===== config.mk =====
export PLATFORM = sky130hd
export DESIGN_NAME = toeq_ctrl
export DESIGN_NICKNAME = d
export VERILOG_FILES = /design/src/rtl/toeq_pkg.sv /design/src/rtl/toeq_ctrl.sv
export VERILOG_INCLUDE_DIRS = /design/src /design/src/rtl
export SDC_FILE = /design/constraint.sdc
export NUM_CORES = 1
export LEC_CHECK = 0
export ABC_AREA = 1
export ABC_CLOCK_PERIOD_IN_PS = 800
export BUFFER_PORTS_ARGS = -buffer_cell sky130_fd_sc_hd__buf_2
export CAP_MARGIN = 20
export CORE_AREA = 2 2 39 41
export DETAILED_ROUTE_END_ITERATION = 7
export DIE_AREA = 0 0 41 43
export SYNTH_ARGS = -nofsm -noshare
export SYNTH_HDL_FRONTEND = slang
export SYNTH_SLANG_ARGS = --single-unit

===== constraint.sdc =====
create_clock -name clk -period 0.8 [get_ports clk]
set_clock_uncertainty 0.05 [all_clocks]
set_input_delay 0.24 -clock clk [delete_from_list [all_inputs] [get_ports clk]]
set_output_delay 0.24 -clock clk [all_outputs]
set_load 0.01 [all_outputs]

===== src/rtl/assert_macros.svh =====
// Assertion macros shared by the RTL; define ASSERT_OFF to drop them all.
`ifndef ASSERT_MACROS_SVH
`define ASSERT_MACROS_SVH

`ifndef ASSERT_OFF

// Same-cycle implication, checked at every rising edge outside reset
`define ASSERT_IMPLY(lbl, ck, rs, ante, cons) \
  lbl: assert property (@(posedge ck) disable iff (rs) (ante) |-> (cons)) \
    else $error("implication check failed");

// Next-cycle implication, checked at every rising edge outside reset
`define ASSERT_NEXT(lbl, ck, rs, ante, cons) \
  lbl: assert property (@(posedge ck) disable iff (rs) (ante) |=> (cons)) \
    else $error("next-cycle check failed");

`else

`define ASSERT_IMPLY(lbl, ck, rs, ante, cons)
`define ASSERT_NEXT(lbl, ck, rs, ante, cons)

`endif

`endif


===== src/rtl/toeq_pkg.sv =====
`timescale 1ns / 1ps
`default_nettype none

package toeq_pkg;

  // Queue geometry
  localparam int QUEUE_DEPTH = 16;
  localparam int TAG_BITS    = 16;

  // Field widths
  localparam int MODE_W      = 1;
  localparam int STAMP_W     = 64;
  localparam int SEQ_W       = 32;
  localparam int EVENT_TAG_W = 16;
  localparam int STATUS_W    = 2;
  localparam int OCC_W       = 5;

  // Tag bits actually kept in a slot
  localparam int TAG_KEEP = (TAG_BITS < EVENT_TAG_W) ? TAG_BITS : EVENT_TAG_W;
  // Fill counter must hold the depth itself
  localparam int FILL_W   = $clog2(QUEUE_DEPTH + 1);

  // Operation codes on the input beat
  localparam logic [MODE_W-1:0] MODE_PUSH = 1'b0;
  localparam logic [MODE_W-1:0] MODE_POP  = 1'b1;

  // Status codes on the output beat
  localparam logic [STATUS_W-1:0] ST_OK    = 2'd0;
  localparam logic [STATUS_W-1:0] ST_FULL  = 2'd1;
  localparam logic [STATUS_W-1:0] ST_EMPTY = 2'd2;

  typedef struct packed {
    logic [MODE_W-1:0]      mode;
    logic [STAMP_W-1:0]     stamp;
    logic [SEQ_W-1:0]       seq_key;
    logic [EVENT_TAG_W-1:0] event_tag;
  } in_item_t;

  typedef struct packed {
    logic [STATUS_W-1:0]    status;
    logic                   popped_valid;
    logic [EVENT_TAG_W-1:0] popped_tag;
    logic [STAMP_W-1:0]     popped_stamp;
    logic [SEQ_W-1:0]       popped_seq;
    logic [EVENT_TAG_W-1:0] head_tag;
    logic [STAMP_W-1:0]     head_stamp;
    logic                   is_empty;
    logic [OCC_W-1:0]       occupancy;
  } out_item_t;

  // Datapath operation chosen by the controller
  typedef enum logic [1:0] {
    OP_INSERT       = 2'd0,
    OP_REMOVE       = 2'd1,
    OP_REJECT_FULL  = 2'd2,
    OP_REJECT_EMPTY = 2'd3
  } op_t;

  // Controller to datapath
  typedef struct packed {
    logic load;
    logic exec;
    op_t  op;
  } toeq_cmd_t;

  // Datapath to controller
  typedef struct packed {
    logic pop;
    logic full;
    logic empty;
  } toeq_stat_t;

endpackage

`default_nettype wire


===== src/rtl/toeq_ctrl.sv =====
`timescale 1ns / 1ps
`default_nettype none
`include "assert_macros.svh"

module toeq_ctrl
  import toeq_pkg::*;
(
  input  logic       clk,
  input  logic       rst,
  input  logic       in_valid,
  output logic       in_ready,
  output logic       out_valid,
  input  logic       out_ready,
  input  toeq_stat_t stat,
  output toeq_cmd_t  cmd
);

  typedef enum logic [1:0] {
    S_IDLE = 2'b01,
    S_EXEC = 2'b10
  } state_t;

  state_t state, state_next;
  logic   out_valid_next;

  assign in_ready = (state == S_IDLE);

  // Sequence: take a beat, then run it once the output register is free
  always_comb begin
    cmd            = '0;
    state_next     = state;
    out_valid_next = out_valid;
    if (stat.pop) begin
      cmd.op = stat.empty ? OP_REJECT_EMPTY : OP_REMOVE;
    end else begin
      cmd.op = stat.full ? OP_REJECT_FULL : OP_INSERT;
    end
    if (out_valid && out_ready) begin
      out_valid_next = 1'b0;
    end
    case (state)
      S_IDLE: begin
        if (in_valid) begin
          cmd.load   = 1'b1;
          state_next = S_EXEC;
        end
      end
      S_EXEC: begin
        if (!out_valid || out_ready) begin
          cmd.exec       = 1'b1;
          out_valid_next = 1'b1;
          state_next     = S_IDLE;
        end
      end
      default: begin
        state_next = S_IDLE;
      end
    endcase
  end

  always_ff @(posedge clk) begin
    if (rst) begin
      state     <= S_IDLE;
      out_valid <= 1'b0;
    end else begin
      state     <= state_next;
      out_valid <= out_valid_next;
    end
  end

  `ASSERT_NEXT(a_busy_after_accept, clk, rst, in_valid && in_ready, !in_ready)
  `ASSERT_IMPLY(a_exec_slot_free, clk, rst, cmd.exec, !out_valid || out_ready)
  `ASSERT_NEXT(a_exec_shows_beat, clk, rst, cmd.exec, out_valid)
  `ASSERT_IMPLY(a_no_insert_full, clk, rst, cmd.exec && cmd.op == OP_INSERT, !stat.full)

endmodule

`default_nettype wire


== After elaboration in Yosys (flattened, before gate mapping) ==
Cells that the tools add are included.
Word-level totals
  logic and storage cells: 23
  output and inout bits: 6
  bits of input ports: 7
  register bits after elaboration: 3
Operators by class
  reductions and logical operators: 4
  muxes and demuxes: 13
  equal/unequal tests: 4
Operator list (count)
  $mux W2: 5
  $mux W1: 7
  $ne A2 B2 Y1 const B: 2
  $pmux W2 S2: 1
  $eq A2 B1 Y1 const B: 1
  $eq A2 B2 Y1 const B: 1
  $reduce_and A2 Y1: 1
  $logic_and A1 B1 Y1: 1
  $logic_not A1 Y1: 1
  $logic_or A1 B1 Y1: 1

== Longest topological paths before layout ==
Gate-level depths: netlist of the first run.
  depth after elaboration: 4
  mapped depth: 5
  mapped depth without buffers: 5

== Least setup slack after synthesis of the first run ==
OpenSTA, ideal clock, no wires.
  kind: register -> output
  from: reg out_valid
  to: out cmd[2] (netlist name)
  data required time: 510 ps
  data arrival time: 713 ps
  setup slack: -203 ps
  stages on the path, launching flop included: 4
  buffers on the path: 0
  cell sequence: dfxtp_1 inv_1 nor2_4 nor3_1
RTL lines
  start: declaration: RTL line toeq_ctrl.sv:12  | output logic out_valid,
  start signal: assignment: RTL line toeq_ctrl.sv:67  | out_valid <= out_valid_next;
  end: declaration: RTL line toeq_ctrl.sv:15  | output toeq_cmd_t cmd

==> impl_metrics.py, run 1 <==
metrics = {
    "status": {
        "outcome": "finished with violations",
        "violations": "negative setup slack",
    },
    "cts": {
        "clock-root-buffer": "clkbuf_4",
        "clk_pin_slew_worst_paths_ns": 0.04,
        "clock_latency_ns": 0.23,
        "cts_sinks": 3,
        "cts_buffers": 3,
        "h-tree-depth": 1,
        "tritoncts": "yes",
        "clockBufferDepth": 2,
    },
    "global_routing": {
        "antenna_found_initial": 0,
        "groute.layer.met2.usage_pct": 8.44,
        "overflow": 0,
        "use_met3_pct": 4.71,
        "met1_usage_pct": 4.79,
        "grt_max_degree": 5,
        "grt_pass1_wl_um": 662,
        "grt-busiest-layer": "met2",
        "grt_use_total_pct": 6.31,
        "grt_pass1_vias": 208,
    },
    "die": {
        "initial_core_util_pct": 11.9,
        "die_w_um": 41,
        "rows": 14,
        "coreArea_um2": 1380,
        "die-area_um2": 1760,
        "io-pin-count": 13,
        "fp.dieH_um": 43,
    },
    "synth": {
        "synth_top_cell_by_area": "dfxtp_1",
        "syn-num-nets": 29,
        "synth_top_family_by_area": "simple AND/OR/NAND/NOR gates",
        "synth_compound_area_share_pct": 12.9,
        "netlist_area_um2": 165,
        "synth-seq-cells": 3,
        "syn_avg_cell_area_um2": 7.51,
        "synth_cell_types": 12,
        "synth.yosys.seq_area_share_pct": 36.4,
        "netlist_instances": 22,
        "synthXorXnorAreaFrac_pct": 0,
        "ys_top_cells_by_area": "dfxtp_1, inv_1, nand2_1, nor2_4, nand3_2",
        "synth_adder_area_share_pct": 0,
        "yosys.area_share.simple_pct": 32.6,
        "synth_top_area_share_pct": 36.4,
        "yosysWarnings": 0,
        "synthMuxAreaShare_pct": 0,
    },
    "finish": {
        "final_area_um2": 374,
        "diodes": 0,
        "final_cell_mix": "buf_2, buf_6, inv_2",
        "drive_above_1_share_pct": 85.7,
        "fillerInstances": 153,
        "area_delta_synth_final_pct": 127,
        "final_nets": 50,
    },
    "timing": {
        "fin_ws_ns": -0.387,
        "fmax_ghz": 0.842,
        "relSlewSlack_pct": 91.8,
        "drv_slew": 0,
        "post-route-min-period_ns": 1.19,
        "worst_pin_slew_ns": 0.122,
        "setup_viol": 8,
        "tns_ns": -1.78,
        "hold_viol": 0,
        "grt_setup_unrepaired": "true",
        "finalCritPeriodShare_pct": 148,
    },
    "placed_design": {
        "gp_congestion": 0.552,
        "place_area_um2": 280,
        "dp_hpwl_um": 300,
        "io_buffers": 12,
    },
    "route": {
        "routed_wl_um": 406,
        "drc": 0,
        "vias": 200,
        "first_pass_iters": 1,
        "drt_iter0_drc": 0,
        "wl_per_cell_um": 7.00,
        "drtAntennaViolNets": 0,
        "vias_per_cell": 3.45,
    },
    "setup_path": {
        "crit_path_end_kind": "primary output",
        "slowest_stage": "dfxtp_2",
        "cp_cell_sequence": "inv_4, nor3_4, buf_2",
        "worstSetupPathType": "reg -> out",
        "arrival_ns": 0.90,
        "start_kind": "register",
        "worstSetupStartpoint": "state[1]",
        "r2r-start": "state[1]",
        "worstPathRequired_ns": 0.51,
        "path_max_fanout": 4,
        "cp_slowest_stage_delay_ns": 0.33,
    },
    "power_and_ir_drop": {
        "finalPower_uw": 558,
        "p_clk_share_pct": 47.6,
        "p_leak_nw": 0.183,
        "p_comb_share_pct": 22.4,
        "powerDensity_nw_per_um2": 1490,
        "power_switching_uw": 142,
        "internal_power_uw": 416,
        "vdd_drop_max_mv": 0.450,
        "sw_frac_of_total_pct": 25.5,
        "p_seq_share_pct": 30.0,
    },
    "job": {
        "max_cap_viol_count": 0,
    },
    "min_path": {
        "holdCritStartpoint": "rst",
        "hold_path.class": "in -> reg",
    },
}
==> repair_timing <==
action,in CTS,in global routing
gates cloned,0,0
endpoints found under the hold margin,0,0
setup endpoints to repair,8,8
resized for setup,7,3
buffers inserted,2,1
pin swaps,1,1
hold buffers,0,0
==> per-stage QoR <==
stage	util (%)	hold slack [ns]	setup slack [ns]	cells
floorplan	-	0.245	-0.0639	22
global placement	20.3	0.361	-0.143	51
detailed placement	20.3	0.361	-0.152	51
CTS	25.8	0.113	-0.405	57
global route	27.0	0.114	-0.457	58
finish	27.0	0.124	-0.387	58
==> cell type report <==
class,count,area [um^2],share of cell area (%)
sequential,3,66.3,17.7
multi-input combinational,12,100,26.8
inverter,6,25.0,6.69
clock buffer,4,26.3,7.02
timing repair buffer,17,136,36.5
tap,16,20.0,5.35
==> state kept, by name, indices dropped and copies added, names as in the netlist <==
| register | flops |
|---|---|
| out_valid | 1 |
| state | 2 |
==> critical path, delay by kind of cell (launching register included) <==
family	cells	cell delay (ns)
buf+inv	2	0.19
flops	1	0.33
simple gates	1	0.15
==> metal layers <==
layer / routed length [um] / part of all wire (%)
met1: 144 / 35
met5: 0 / 0
met2: 206 / 51
met4: 0 / 0
met3: 56 / 14
==> cells by family after synthesis <==
logic type	count (synthesis)
simple gates	9
compound gates	3
flops	3
buf+inv	7
==> cell usage after synthesis <==
cell type and n:
dfxtp_1 3, nand3_2 1, inv_1 6, o21ai_0 1, nor3_1 1, nor2_4 1, buf_4 1, o21a_1 1
a21oi_2 1, nand2_2 1, nand2_1 4, nor2_2 1
==> worst paths after layout <==
check,endpoint,slack [ns],depth (start not counted)
max,cmd[2],-0.39,3
min,state[1],0.12,2
max reg2reg,state[0],-0.14,6
min reg2reg,state[1],0.54,3
==> power groups by stage <==
stage	Combinational, mW	Sequential, mW	Clock [mW]
global route	0.137	0.169	0.306
finish	0.125	0.167	0.266
global placement	0.0922	0.169	0
floorplan	0.0517	0.169	0
CTS	0.120	0.168	0.282
detailed placement	0.0929	0.170	0
No activity file was read; power rests on OpenSTA's default activity.
==> run 2: changes to the inputs <==
- ABC_CLOCK_PERIOD_IN_PS: 800 -> 1200
- PLACE_DENSITY: not set -> 0.34
- clock period: 0.8 -> 1.2 ns (I/O delays scaled with it)
==> run 2 against run 1 <==
  * The run still ends with negative setup slack left
  * Die area is the same
  * Worst hold slack gained 0.13 ns
  * Count of clock-buffer cells in the layout is the same
  * Sequential share of layout area grew 3.1 points
  * Largest cell class unchanged
  * Largest power group unchanged
  * Highest routed layer is now met4
==> impl_metrics.py, run 2 (synthesis results as in run 1) <==
metrics = {
    "route": {
        "drc": 0,
        "drt_iter0_drc": 0,
        "vias_per_cell": 3.39,
        "first_pass_iters": 1,
        "routed_wl_um": 343,
        "drtAntennaViolNets": 0,
        "vias": 190,
        "wl_per_cell_um": 6.13,
    },
    "finish": {
        "final_cell_mix": "buf_2, nand2_1",
        "postLayoutCoreUtil_pct": 21.7,
        "diodes": 0,
        "seq_area_um2": 62.6,
        "largest_reg_flops": 2,
        "fin_cells": 56,
        "final_common_cell": "buf_2",
        "fillerInstances": 158,
        "largestRegisters": "state (2), out_valid (1)",
        "multi_input_area_um2": 80.1,
        "drive_above_1_share_pct": 72.5,
        "final_nets": 48,
        "area_delta_synth_final_pct": 81.8,
        "final_area_um2": 300,
        "top_register": "state",
    },
    "cts": {
        "tritoncts": "yes",
        "postCtsHoldBufs": 0,
        "cts_sinks": 3,
        "clockBufferDepth": 2,
        "clk_pin_slew_worst_paths_ns": 0.03,
        "h-tree-depth": 1,
        "clock_latency_ns": 0.23,
        "clock-root-buffer": "clkbuf_4",
        "cts_buffers": 3,
    },
    "timing": {
        "setup_viol": 3,
        "worst_pin_slew_ns": 0.120,
        "tns_ns": -0.144,
        "post-route-min-period_ns": 1.28,
        "grt_setup_unrepaired": "true",
        "finalCritPeriodShare_pct": 107,
        "hold_viol": 0,
        "fmax_ghz": 0.780,
        "relSlewSlack_pct": 91.9,
        "fin_ws_ns": -0.0817,
        "drv_slew": 0,
        "timing.hold.ws_ns": 0.249,
    },
    "min_path": {
        "hold_end": "state[1]",
        "hold_path.class": "in -> reg",
        "hold_depth": 2,
        "holdCritStartpoint": "rst",
    },
    "global_routing": {
        "grt_use_total_pct": 5.31,
        "grt_max_degree": 5,
        "overflow": 0,
        "grt_pass1_vias": 181,
        "antenna_found_initial": 0,
        "grt_pass1_wl_um": 545,
    },
    "die": {
        "coreArea_um2": 1380,
        "fp.dieH_um": 43,
        "die-area_um2": 1760,
        "initial_core_util_pct": 11.9,
        "io-pin-count": 13,
        "die_w_um": 41,
        "rows": 14,
    },
    "setup_path": {
        "worstPathRequired_ns": 0.79,
        "rr_endpoint": "state[0]",
        "start_kind": "register",
        "r2r_slack_ns": 0.28,
        "worstSetupPathType": "reg -> out",
        "path_max_fanout": 4,
        "arrival_ns": 0.87,
        "r2r-start": "state[1]",
        "ff2ff_path_depth": 6,
        "crit_path_end_kind": "primary output",
    },
    "power_and_ir_drop": {
        "p_leak_nw": 0.158,
        "vdd_drop_max_mv": 0.162,
        "powerDensity_nw_per_um2": 1160,
        "finalPower_uw": 348,
    },
    "placed_design": {
        "place_area_um2": 245,
        "io_buffers": 12,
        "place_ws_ns": 0.0189,
        "placed_cells": 50,
        "gp_congestion": 0.517,
        "dp_hpwl_um": 283,
    },
    "status": {
        "outcome": "finished with violations",
        "violations": "negative setup slack",
    },
    "job": {
        "max_cap_viol_count": 0,
    },
}
[run 2: changes by cell type in the layout (fill, tap and decap cells not counted), sizes merged]
cell / change
buf: -2
[run 2: metal layers]
| metal | track usage (%) | share of wire, % | up-vias |
|---|---|---|---|
| met5 | 0 | 0 | - |
| met4 | 10.0 | 3.2 | 0 |
| met3 | 1.57 | 8.5 | 2 |
| met2 | 7.81 | 57 | 10 |
| met1 | 3.19 | 31 | 78 |
| li1 | - | - | 100 |
[run 2: worst max path at each step]
stage / from / to / slack (ns) / depth (start not counted)
floorplan: out_valid / cmd[2] / 0.08 / 3
global placement: out_ready / cmd[2] / 0.03 / 4
detailed placement: out_ready / cmd[2] / 0.02 / 4
CTS: state[1] / cmd[2] / -0.1 / 3
global route: out_valid / cmd[2] / -0.15 / 4
finish: state[1] / cmd[2] / -0.08 / 3
[run 2: final cells by class]
class                           count  share of cell area, %
Tap cell                           16                   6.67
Clock buffer                        4                   8.75
Multi-Input combinational cell     12                   26.7
Sequential cell                     3                   20.8
Timing Repair Buffer               15                   29.6
Inverter                            6                   7.50
[run 2: power breakdown]
group          switching (mW)  internal, mW
Combinational          0.0296        0.0329
Sequential            0.00413         0.106
Clock                  0.0504         0.125
Total                  0.0841         0.263
[run 2: critical path, stage by stage, from the launching register on]
cell	delay, ns
dfxtp_2	0.31
inv_2	0.05
nor3_2	0.15
buf_2	0.14
[run 2: timing repair]
action / CTS / global route
setup endpoints to repair: 3 / 3
resized for setup: 5 / 2
pin swaps: 1 / 1
setup buffers: 2 / 0
